===== src/hw/rtl/pbta_ram.sv =====
// Generic single-write, single-read synchronous RAM with registered read.
// No dependencies.
`default_nettype none

module pbta_ram #(
   parameter int WIDTH = 8,
   parameter int DEPTH = 16
) (
   input  wire logic                     clock,
   input  wire logic                     wr_en,
   input  wire logic [$clog2(DEPTH)-1:0] wr_addr,
   input  wire logic [WIDTH-1:0]         wr_data,
   input  wire logic [$clog2(DEPTH)-1:0] rd_addr,
   output logic      [WIDTH-1:0]         rd_data
);

   logic [WIDTH-1:0] mem [DEPTH];
   logic [WIDTH-1:0] rd_data_ff;

   always_ff @(posedge clock) begin
      if (wr_en) begin
         mem[wr_addr] <= wr_data;
      end
      rd_data_ff <= mem[rd_addr];
   end

   assign rd_data = rd_data_ff;

endmodule

`default_nettype wire


===== config.mk =====
export PLATFORM = sky130hd
export DESIGN_NAME = pbta_ram
export DESIGN_NICKNAME = d
export VERILOG_FILES = /design/src/hw/rtl/pbta_ram.sv
export SDC_FILE = /design/constraint.sdc
export NUM_CORES = 1
export LEC_CHECK = 0
export ABC_AREA = 1
export BUFFER_PORTS_ARGS = -buffer_cell sky130_fd_sc_hd__buf_2
export CAP_MARGIN = 40
export CORE_ASPECT_RATIO = 0.6
export CORE_MARGIN = 1
export CORE_UTILIZATION = 61
export DETAILED_ROUTE_END_ITERATION = 6
export MAX_ROUTING_LAYER = met4
export PLACE_DENSITY = 0.83
export SLEW_MARGIN = 20
export SYNTH_ARGS = -nofsm -noshare
export SYNTH_HDL_FRONTEND = slang
export SYNTH_SLANG_ARGS = --single-unit

===== constraint.sdc =====
create_clock -name clock -period 1.3 [get_ports clock]
set_input_delay 0.13 -clock clock [delete_from_list [all_inputs] [get_ports clock]]
set_output_delay 0.13 -clock clock [all_outputs]
set_load 0.1 [all_outputs]

==> flow_metrics.tcl <==
set metrics [dict create \
    leakage_nw 2.950 \
    reg2reg_from "mem[15][5]" \
    synth_seq_cells 136 \
    layout_common_cells "nand2_1 (173), edfxtp_1 (128), inv_1 (100), nand3_1 (97), buf_4 (27)" \
    ioPinCount 26 \
    hold_buffers 0 \
    clk_latency_ns 0.42 \
    clock_path_buffers 2 \
    crit_fanout 1 \
    setup_viol 0 \
    worstSetupStartpoint "rd_data[2]" \
    cts.sinks 136 \
    tns_ns 0 \
    dr.pass1.iters 5 \
    yosysWarnings 0 \
    period_share_pct 98.06 \
    fin_util_pct 73.00 \
    via_per_inst 5.462 \
    max_freq_mhz 784.4 \
    startpoint_type "flip-flop" \
    totalPowerFinal_w 0.01027 \
    met2_usage_pct 42.08 \
    r2r_slack_ns 0.17 \
    ys_top_cells_by_area "edfxtp_1 (67%), nand2_1 (11%), nand3_1 (8.4%)" \
    worstMarginPinSlew_ns 0.4828 \
    slew_violations 0 \
    rsz0062_at_grt "no" \
    hp-class "input port to flip-flop" \
    grt_max_degree 61 \
    slowest_stage "buf_2" \
    grt_pass1_wl_mm 20.59 \
    final_common_cell "nand2_1" \
    die_w_um 127.5 \
    ys_seq_area_share_pct 69.43 \
    power_density_nw_per_um2 1530 \
    crit_cells 1 \
    first_global_vias 3759 \
    cts_tree "done" \
    crit_chain "buf_2" \
    synth_top_cell_by_area "edfxtp_1" \
    skew_ns 0.01601 \
    synth.distinct_cells 12 \
    ant_nets 0 \
    rows 27 \
    gp_congestion 0.9096 \
    drc 0 \
    drtIter0Drc 689 \
    clkTransAtPathRegs_ns 0.05 \
    die_h_um 77.32 \
    critPathCapture "rd_data[2]" \
    cp.required_ns 1.17 \
    start_util_pct 62.76 \
    numCtsBuffers 17 \
    cts.htree.levels 4 \
    grt-ovfl-total 0 \
    use_met3_pct 9.421 \
    grt_util_met1_pct 44.22 \
    area_delta_synth_final_pct 16.32 \
    peakVddDrop_mv 1.211 \
    avgRoutedWirePerCell_um 18.00 \
    drv_cap 0 \
    coreArea_um2 9189 \
    relSlewSlack_pct 68.03 \
    synthCells 551 \
    dp_hpwl_mm 8.311 \
    hold_violations 0 \
    syn_nets 569 \
    die_area_um2 9860 \
    endpoint_kind "primary output" \
    min_period_ns 1.275 \
    arrival_ns 1.14 \
    synth_area_per_cell_um2 10.47 \
    nets 616 \
    vias 4047 \
    syn-cell-area_um2 5767 \
    antenna_cells 0 \
    cp_num_buf_inv 1 \
    max_stage_delay_ns 0.42 \
    root_buffer "clkbuf_16" \
    busiest_layer "met1" \
    track_usage_pct 30.49 \
    status "finished, final reports clean" \
    wl_mm 13.34 \
    drive_above_1_share_pct 12.93 \
    rr_endpoint "rd_data[5]" \
    crit_family "buffers and inverters" \
    reg2reg_depth 6 \
    antenna_found_initial 0 \
    netlist.area_leader.share_pct 66.65 \
    port_buffers 25 \
    path_class "flip-flop to primary output" \
]
==> worst min-delay path: cells and delay by family <==
family | cells | cell delay [ns]
buffers and inverters | 1 | 0.17
and+or+nand+nor | 2 | 0.15
==> per-stage QoR <==
| step | cell area [µm²] | hold WS, ns | instances | setup WS [ns] |
|---|---|---|---|---|
| 2_1_floorplan | 5767 | 0.2289 | 551 | 0.2192 |
| 3_3_place_gp | 6141 | 0.4873 | 709 | 0.1055 |
| 3_5_place_dp | 6141 | 0.4939 | 709 | 0.07676 |
| 4_1_cts | 6703 | 0.06582 | 741 | 0.01649 |
| 5_1_grt | 6708 | 0.08122 | 741 | 0.0005259 |
| 6_report | 6708 | 0.07092 | 741 | 0.02517 |
==> Yosys cell counts <==
library cell    n
buf_6           6
nand3b_1        2
nand3_1        97
edfxtp_1      128
inv_1         100
buf_1           1
nand2_1       173
buf_2          13
inv_2           2
nor2_1         17
buf_4           4
dfxtp_1         8
==> metal layers <==
| metal | routed length (µm) | vias to the layer above |
|---|---|---|
| met2 | 5922 | 244 |
| li1 | - | 1870 |
| met5 | 0 | - |
| met1 | 5796 | 1923 |
| met4 | 100 | 0 |
| met3 | 1520 | 10 |
==> sequential cells by signal (all words and copies together) (netlist names) <==
signal,cells
mem,128
rd_data,8
==> cell type report <==
cell class | count | area (µm²)
clock inverter | 4 | 45.04
sequential | 136 | 4004
tap | 130 | 162.7
fill | 617 | 2481
clock buffer | 28 | 506.7
timing repair buffer | 52 | 392.9
inverter | 102 | 382.9
multi-input combinational | 289 | 1214
==> timing repair <==
| action | CTS | global route |
|---|---|---|
| setup endpoints to repair | 4 | 2 |
| buffers inserted | 0 | 0 |
| pin swaps | 0 | 0 |
| gates resized for setup | 4 | 2 |
==> power breakdown <==
group / internal (W) / switching, W
clock network: 0.00282 / 0.00165
registers: 0.00491 / 0.0000350
logic: 0.000209 / 0.000640
total: 0.00794 / 0.00233
==> cell families after synthesis <==
logic type / after synthesis / share of synthesized area [%]
and+or+nand+nor: 289 / 21.05
DFF: 136 / 69.43
buffers and inverters: 126 / 9.525
==> worst min-delay path by stage <==
stage / start / to / slack (ns) / cells past startpoint
2_1_floorplan: wr_data[0] / mem[0][0] / 0.23 / 0
3_3_place_gp: rd_addr[3] / rd_data[1] / 0.49 / 3
3_5_place_dp: rd_addr[3] / rd_data[1] / 0.49 / 3
4_1_cts: rd_addr[3] / rd_data[3] / 0.07 / 3
5_1_grt: rd_addr[3] / rd_data[3] / 0.08 / 3
6_report: rd_addr[3] / rd_data[6] / 0.07 / 3
Note: power is estimated with default switching activity, not from simulation.
