[src/hw/rtl/pbta_pkg.sv]
// Package for the power-of-two bucket allocator: sizes, header and word types,
// status and opcode codes, controller states.
// No dependencies.
`default_nettype none

package pbta_pkg;

   localparam int HEAP_BYTES   = 1048576;
   localparam int NUM_BUCKETS  = 20;
   localparam int GRANULES     = HEAP_BYTES / 16;
   localparam int GRAN_W       = $clog2(GRANULES);      // granule index
   localparam int LINK_W       = GRAN_W + 1;            // granule + 1, 0 = none
   localparam int BUCKET_W     = $clog2(NUM_BUCKETS);
   localparam int BUMP_W       = $clog2(HEAP_BYTES) + 1;
   localparam int HDR_BYTES    = 4;
   localparam int PAGE_LOG2_MIN   = 4;
   localparam int PAGE_LOG2_MAX   = 16;
   localparam int PAGE_LOG2_RESET = 12;

   localparam logic OPCODE_ALLOC = 1'b0;
   localparam logic OPCODE_FREE  = 1'b1;

   localparam logic [1:0] STATUS_OK      = 2'd0;
   localparam logic [1:0] STATUS_NOMEM   = 2'd1;
   localparam logic [1:0] STATUS_IGNORED = 2'd2;

   typedef struct packed {
      logic        opcode;
      logic [20:0] request_bytes;
      logic [19:0] address;
   } req_word_type;

   typedef struct packed {
      logic [19:0] user_address;
      logic [1:0]  status;
   } rsp_word_type;

   typedef struct packed {
      logic                used;
      logic [BUCKET_W-1:0] bucket;
      logic [LINK_W-1:0]   link;
   } hdr_type;

   typedef struct packed {
      logic                too_large;
      logic [BUCKET_W-1:0] bucket;
   } class_type;

   typedef enum logic [3:0] {
      ST_CLEAR,
      ST_IDLE,
      ST_CLASS,
      ST_HEAD,
      ST_REFILL,
      ST_POP_RD,
      ST_POP_WR,
      ST_FREE_RD,
      ST_FREE_WR
   } fsm_state_type;

endpackage

`default_nettype wire

[src/hw/rtl/pbta_class.sv]
// Size-class mapper: request byte count and page size to bucket number.
// Depends on pbta_pkg.
`default_nettype none

module pbta_class (
   input  wire logic [20:0]                   request_bytes,
   input  wire logic [4:0]                    page_log2,
   output pbta_pkg::class_type                class_out
);

   logic [21:0] need;
   logic [21:0] page_bytes;
   logic [21:0] excess;
   logic [21:0] excess_m1;
   logic        sub_page;
   logic [4:0]  lo;
   logic [4:0]  flog;
   logic [4:0]  clog;
   logic [4:0]  bucket;

   always_comb begin
      need       = {1'b0, request_bytes} + 22'(pbta_pkg::HDR_BYTES);
      page_bytes = 22'd1 << page_log2;
      sub_page   = (need <= page_bytes);
      // above a page the class covers page + 2^(b+3), so size the excess
      excess     = sub_page ? need : (need - page_bytes);
      lo         = sub_page ? 5'd1 : (page_log2 - 5'd3);
      excess_m1  = excess - 22'd1;
      flog       = '0;
      for (int i = 0; i < 22; i++) begin
         if (excess_m1[i]) begin
            flog = 5'(i);
         end
      end
      clog   = (excess <= 22'd1) ? 5'd0 : (flog + 5'd1);
      bucket = (clog <= (lo + 5'd3)) ? lo : (clog - 5'd3);
      class_out.bucket    = bucket[pbta_pkg::BUCKET_W-1:0];
      class_out.too_large = ({1'b0, bucket} >= 6'(pbta_pkg::NUM_BUCKETS));
   end

endmodule

`default_nettype wire
[config.mk]
export PLATFORM = sky130hd
export DESIGN_NAME = pbta_class
export DESIGN_NICKNAME = d
export VERILOG_FILES = /design/src/hw/rtl/pbta_pkg.sv /design/src/hw/rtl/pbta_class.sv
export SDC_FILE = /design/constraint.sdc
export NUM_CORES = 1
export LEC_CHECK = 0
export ABC_AREA = 1
export BUFFER_PORTS_ARGS = -buffer_cell sky130_fd_sc_hd__buf_4
export CORE_ASPECT_RATIO = 0.6
export CORE_MARGIN = 4
export CORE_UTILIZATION = 50
export DETAILED_ROUTE_END_ITERATION = 8
export PLACE_DENSITY = 0.74
export SLEW_MARGIN = 10
export SYNTH_ARGS = -nofsm -noshare
export SYNTH_HDL_FRONTEND = slang
export SYNTH_SLANG_ARGS = --single-unit
[constraint.sdc]
create_clock -name vclk -period 9.55
set_input_delay 0 -clock vclk [all_inputs]
set_output_delay 0 -clock vclk [all_outputs]
set_load 0.01 [all_outputs]
==> results.yml <==
run_status:
  status: "finished clean"
sta:
  hold_violations: 0
  relSlewSlack_pct: 61.2
  drv_slew: 0
  period_share_pct: 71.3
  setup_violations: 0
  clock.fmax_ghz: 0.147
  worst_slew_pin_slew_ns: 0.577
  period_needed_ns: 6.81
  worst_slack_ns: 2.74
  fin_setup_tns_ns: 0
  rsz0062_at_grt: "false"
die:
  core_area_um2: 6280
  io_pins: 32
  start_util_pct: 53.1
  chipHeight_um: 71.3
  rows: 22
  dieArea_um2: 8080
  die_w_um: 113
route:
  drcViolationCount: 0
  drt_iter0_markers: 364
  dr.pass1.iters: 5
  routed_wl_mm: 9.04
  vias: 3713
  routedWlPerCell_um: 12.9
  avgViaCountPerCell: 5.30
  ant_nets: 0
setup_path:
  crit_slowest_cell: "nand2_4"
  crit_path_end_kind: "output pin"
  path_delay_family: "simple AND/OR/NAND/NOR gates"
  critical_path_arrival_ns: 6.81
  worstSetupPathType: "in -> out"
  startpoint_type: "input port"
  cp_num_buf_inv: 7
  cp_max_fo: 30
  cpPeakStageDelay_ns: 0.43
  critPathMostFrequentCell: "nand2_1"
  critPathRequiredTime_ns: 9.55
layout:
  seqCellArea_um2: 0
  drive_above_1_share_pct: 14.0
  nClkBuffers: 0
  fin_nets: 684
  seq_cell_count: 0
  fin_util_pct: 57.7
  antenna_cells: 0
  area_delta_synth_final_pct: 8.59
min_path:
  holdPathEnd: "class_out[0]"
  holdPathStages: 5
  min_path_type: "in -> out"
  worstHoldStart: "page_log2[0]"
cts:
  postCtsSetupBuffers: 0
  cts-resized-gates: 0
  holdBufCountCts: 0
global_routing:
  track_usage_pct: 22.3
  grt_start_max_net_pins: 31
  grt_first_pass_wirelength_mm: 15.3
  grt_overflow: 0
  grt_antenna_before_repair: 0
  first_global_vias: 3286
power_and_ir_drop:
  leakage_nw: 1.86
  p_total_uw: 319
  power.density_nw_per_um2: 88.0
  vdd_drop_max_v: 0.0000431
logic_synthesis:
  synth_cell_types: 46
  avgSynthCellArea_um2: 5.66
  ys_seq_area_share_pct: 0
  synth_cells: 589
  syn_nets: 655
  synthesis.area_um2: 3330
  yosysWarnings: 0
placement:
  io_buffers: 32
  finalWeightedCongestion: 0.978
  hpwl_mm: 8.02
  place_ws_ns: 2.79
job:
  drv_cap: 0
==> per-stage QoR <==
step | area, µm² | std cells | hold WS [ns]
after global placement | 3620 | 700 | 0.619
after global routing | 3620 | 700 | 0.670
after detailed placement | 3620 | 700 | 0.628
after floorplan | 3330 | 589 | 0.325
after CTS | 3620 | 700 | 0.630
final | 3620 | 700 | 0.628
==> metal layers <==
layer	vias to the layer above	track usage [%]	share of wire (%)
li1	1940	-	-
met1	1634	37.5	55
met2	131	32.0	38
met3	8	0.422	6.6
met4	0	1.87	1.0
met5	-	0	0
==> layout make-up <==
class | instances | area [µm²]
Timing Repair Buffer | 32 | 240
Multi-Input combinational cell | 496 | 2940
Tap cell | 84 | 105
Inverter | 88 | 333
Fill cell | 633 | 2660
==> power by group <==
part	total (mW)	internal, mW	leakage (nW)	switching, mW
clock network	0	0	0	0
logic	0.319	0.119	1.86	0.199
registers	0	0	0	0
total	0.319	0.119	1.86	0.199
==> cell usage after synthesis (2+ instances only) <==
master / count / area (µm²)
xnor2_1: 13 / 114
nor2_1: 62 / 233
a31oi_1: 2 / 12.5
nand2_4: 2 / 22.5
a211oi_1: 3 / 22.5
inv_2: 6 / 22.5
ha_1: 39 / 488
o21ai_0: 13 / 65.1
nor3_1: 8 / 40.0
o21ai_1: 5 / 25.0
nor2_2: 8 / 50.1
o21bai_1: 4 / 30.0
nand3_1: 34 / 170
nor4_4: 2 / 42.5
nand2_2: 16 / 100
nor4_1: 2 / 12.5
a21oi_1: 25 / 125
o21ai_2: 2 / 17.5
a21o_1: 4 / 30.0
xor2_1: 35 / 307
nor2_4: 4 / 45.0
buf_6: 3 / 33.8
nand4_1: 11 / 68.8
nand2_1: 178 / 668
nand3_2: 6 / 60.1
inv_1: 80 / 300
and2_1: 3 / 18.8
==> cells in the final DEF (no fill, tap or decap), types with 2 or more instances in the layout <==
master / instances
nor4_4: 2
nand2_4: 2
nand4_1: 11
ha_1: 39
a211oi_1: 3
nand2_1: 178
nor3_1: 8
xnor2_1: 13
nand3_1: 34
inv_1: 80
a21oi_1: 25
nor4_1: 2
o21ai_1: 5
inv_2: 6
a21o_1: 4
nand2_2: 16
o21ai_2: 2
nand3_2: 6
a31oi_1: 2
nor2_1: 62
xor2_1: 35
buf_4: 32
o21bai_1: 4
and2_1: 3
o21ai_0: 13
nor2_4: 4
nor2_2: 8
==> worst min-delay path, cell delays in order <==
cell	delay, ns
buf_4	0.12
inv_1	0.11
nor2_1	0.11
o21ai_0	0.16
buf_4	0.12
==> cell families (layout without fill, tap and decap cells) <==
group	count (synthesis)	count (layout)	share of synthesized area (%)
AND/OR/NAND/NOR	342	342	47.4
buffers and inverters	93	120	11.7
AO/OA/AOI/OAI	64	64	12.0
XOR/XNOR	48	48	12.6
adder cells (fa/ha/maj)	40	40	15.2
multiplexers	2	2	0.976
==> how the worst max path moves through the flow <==
stage,slack (ns),start,cells past startpoint,end
after floorplan,4.01,request_bytes[2],53,class_out[5]
after global placement,3.02,request_bytes[2],54,class_out[5]
after detailed placement,2.79,request_bytes[2],54,class_out[5]
after CTS,2.78,request_bytes[2],54,class_out[5]
after global routing,1.92,request_bytes[2],54,class_out[5]
final,2.74,request_bytes[2],44,class_out[5]
Power figures use the tool's default switching activity.
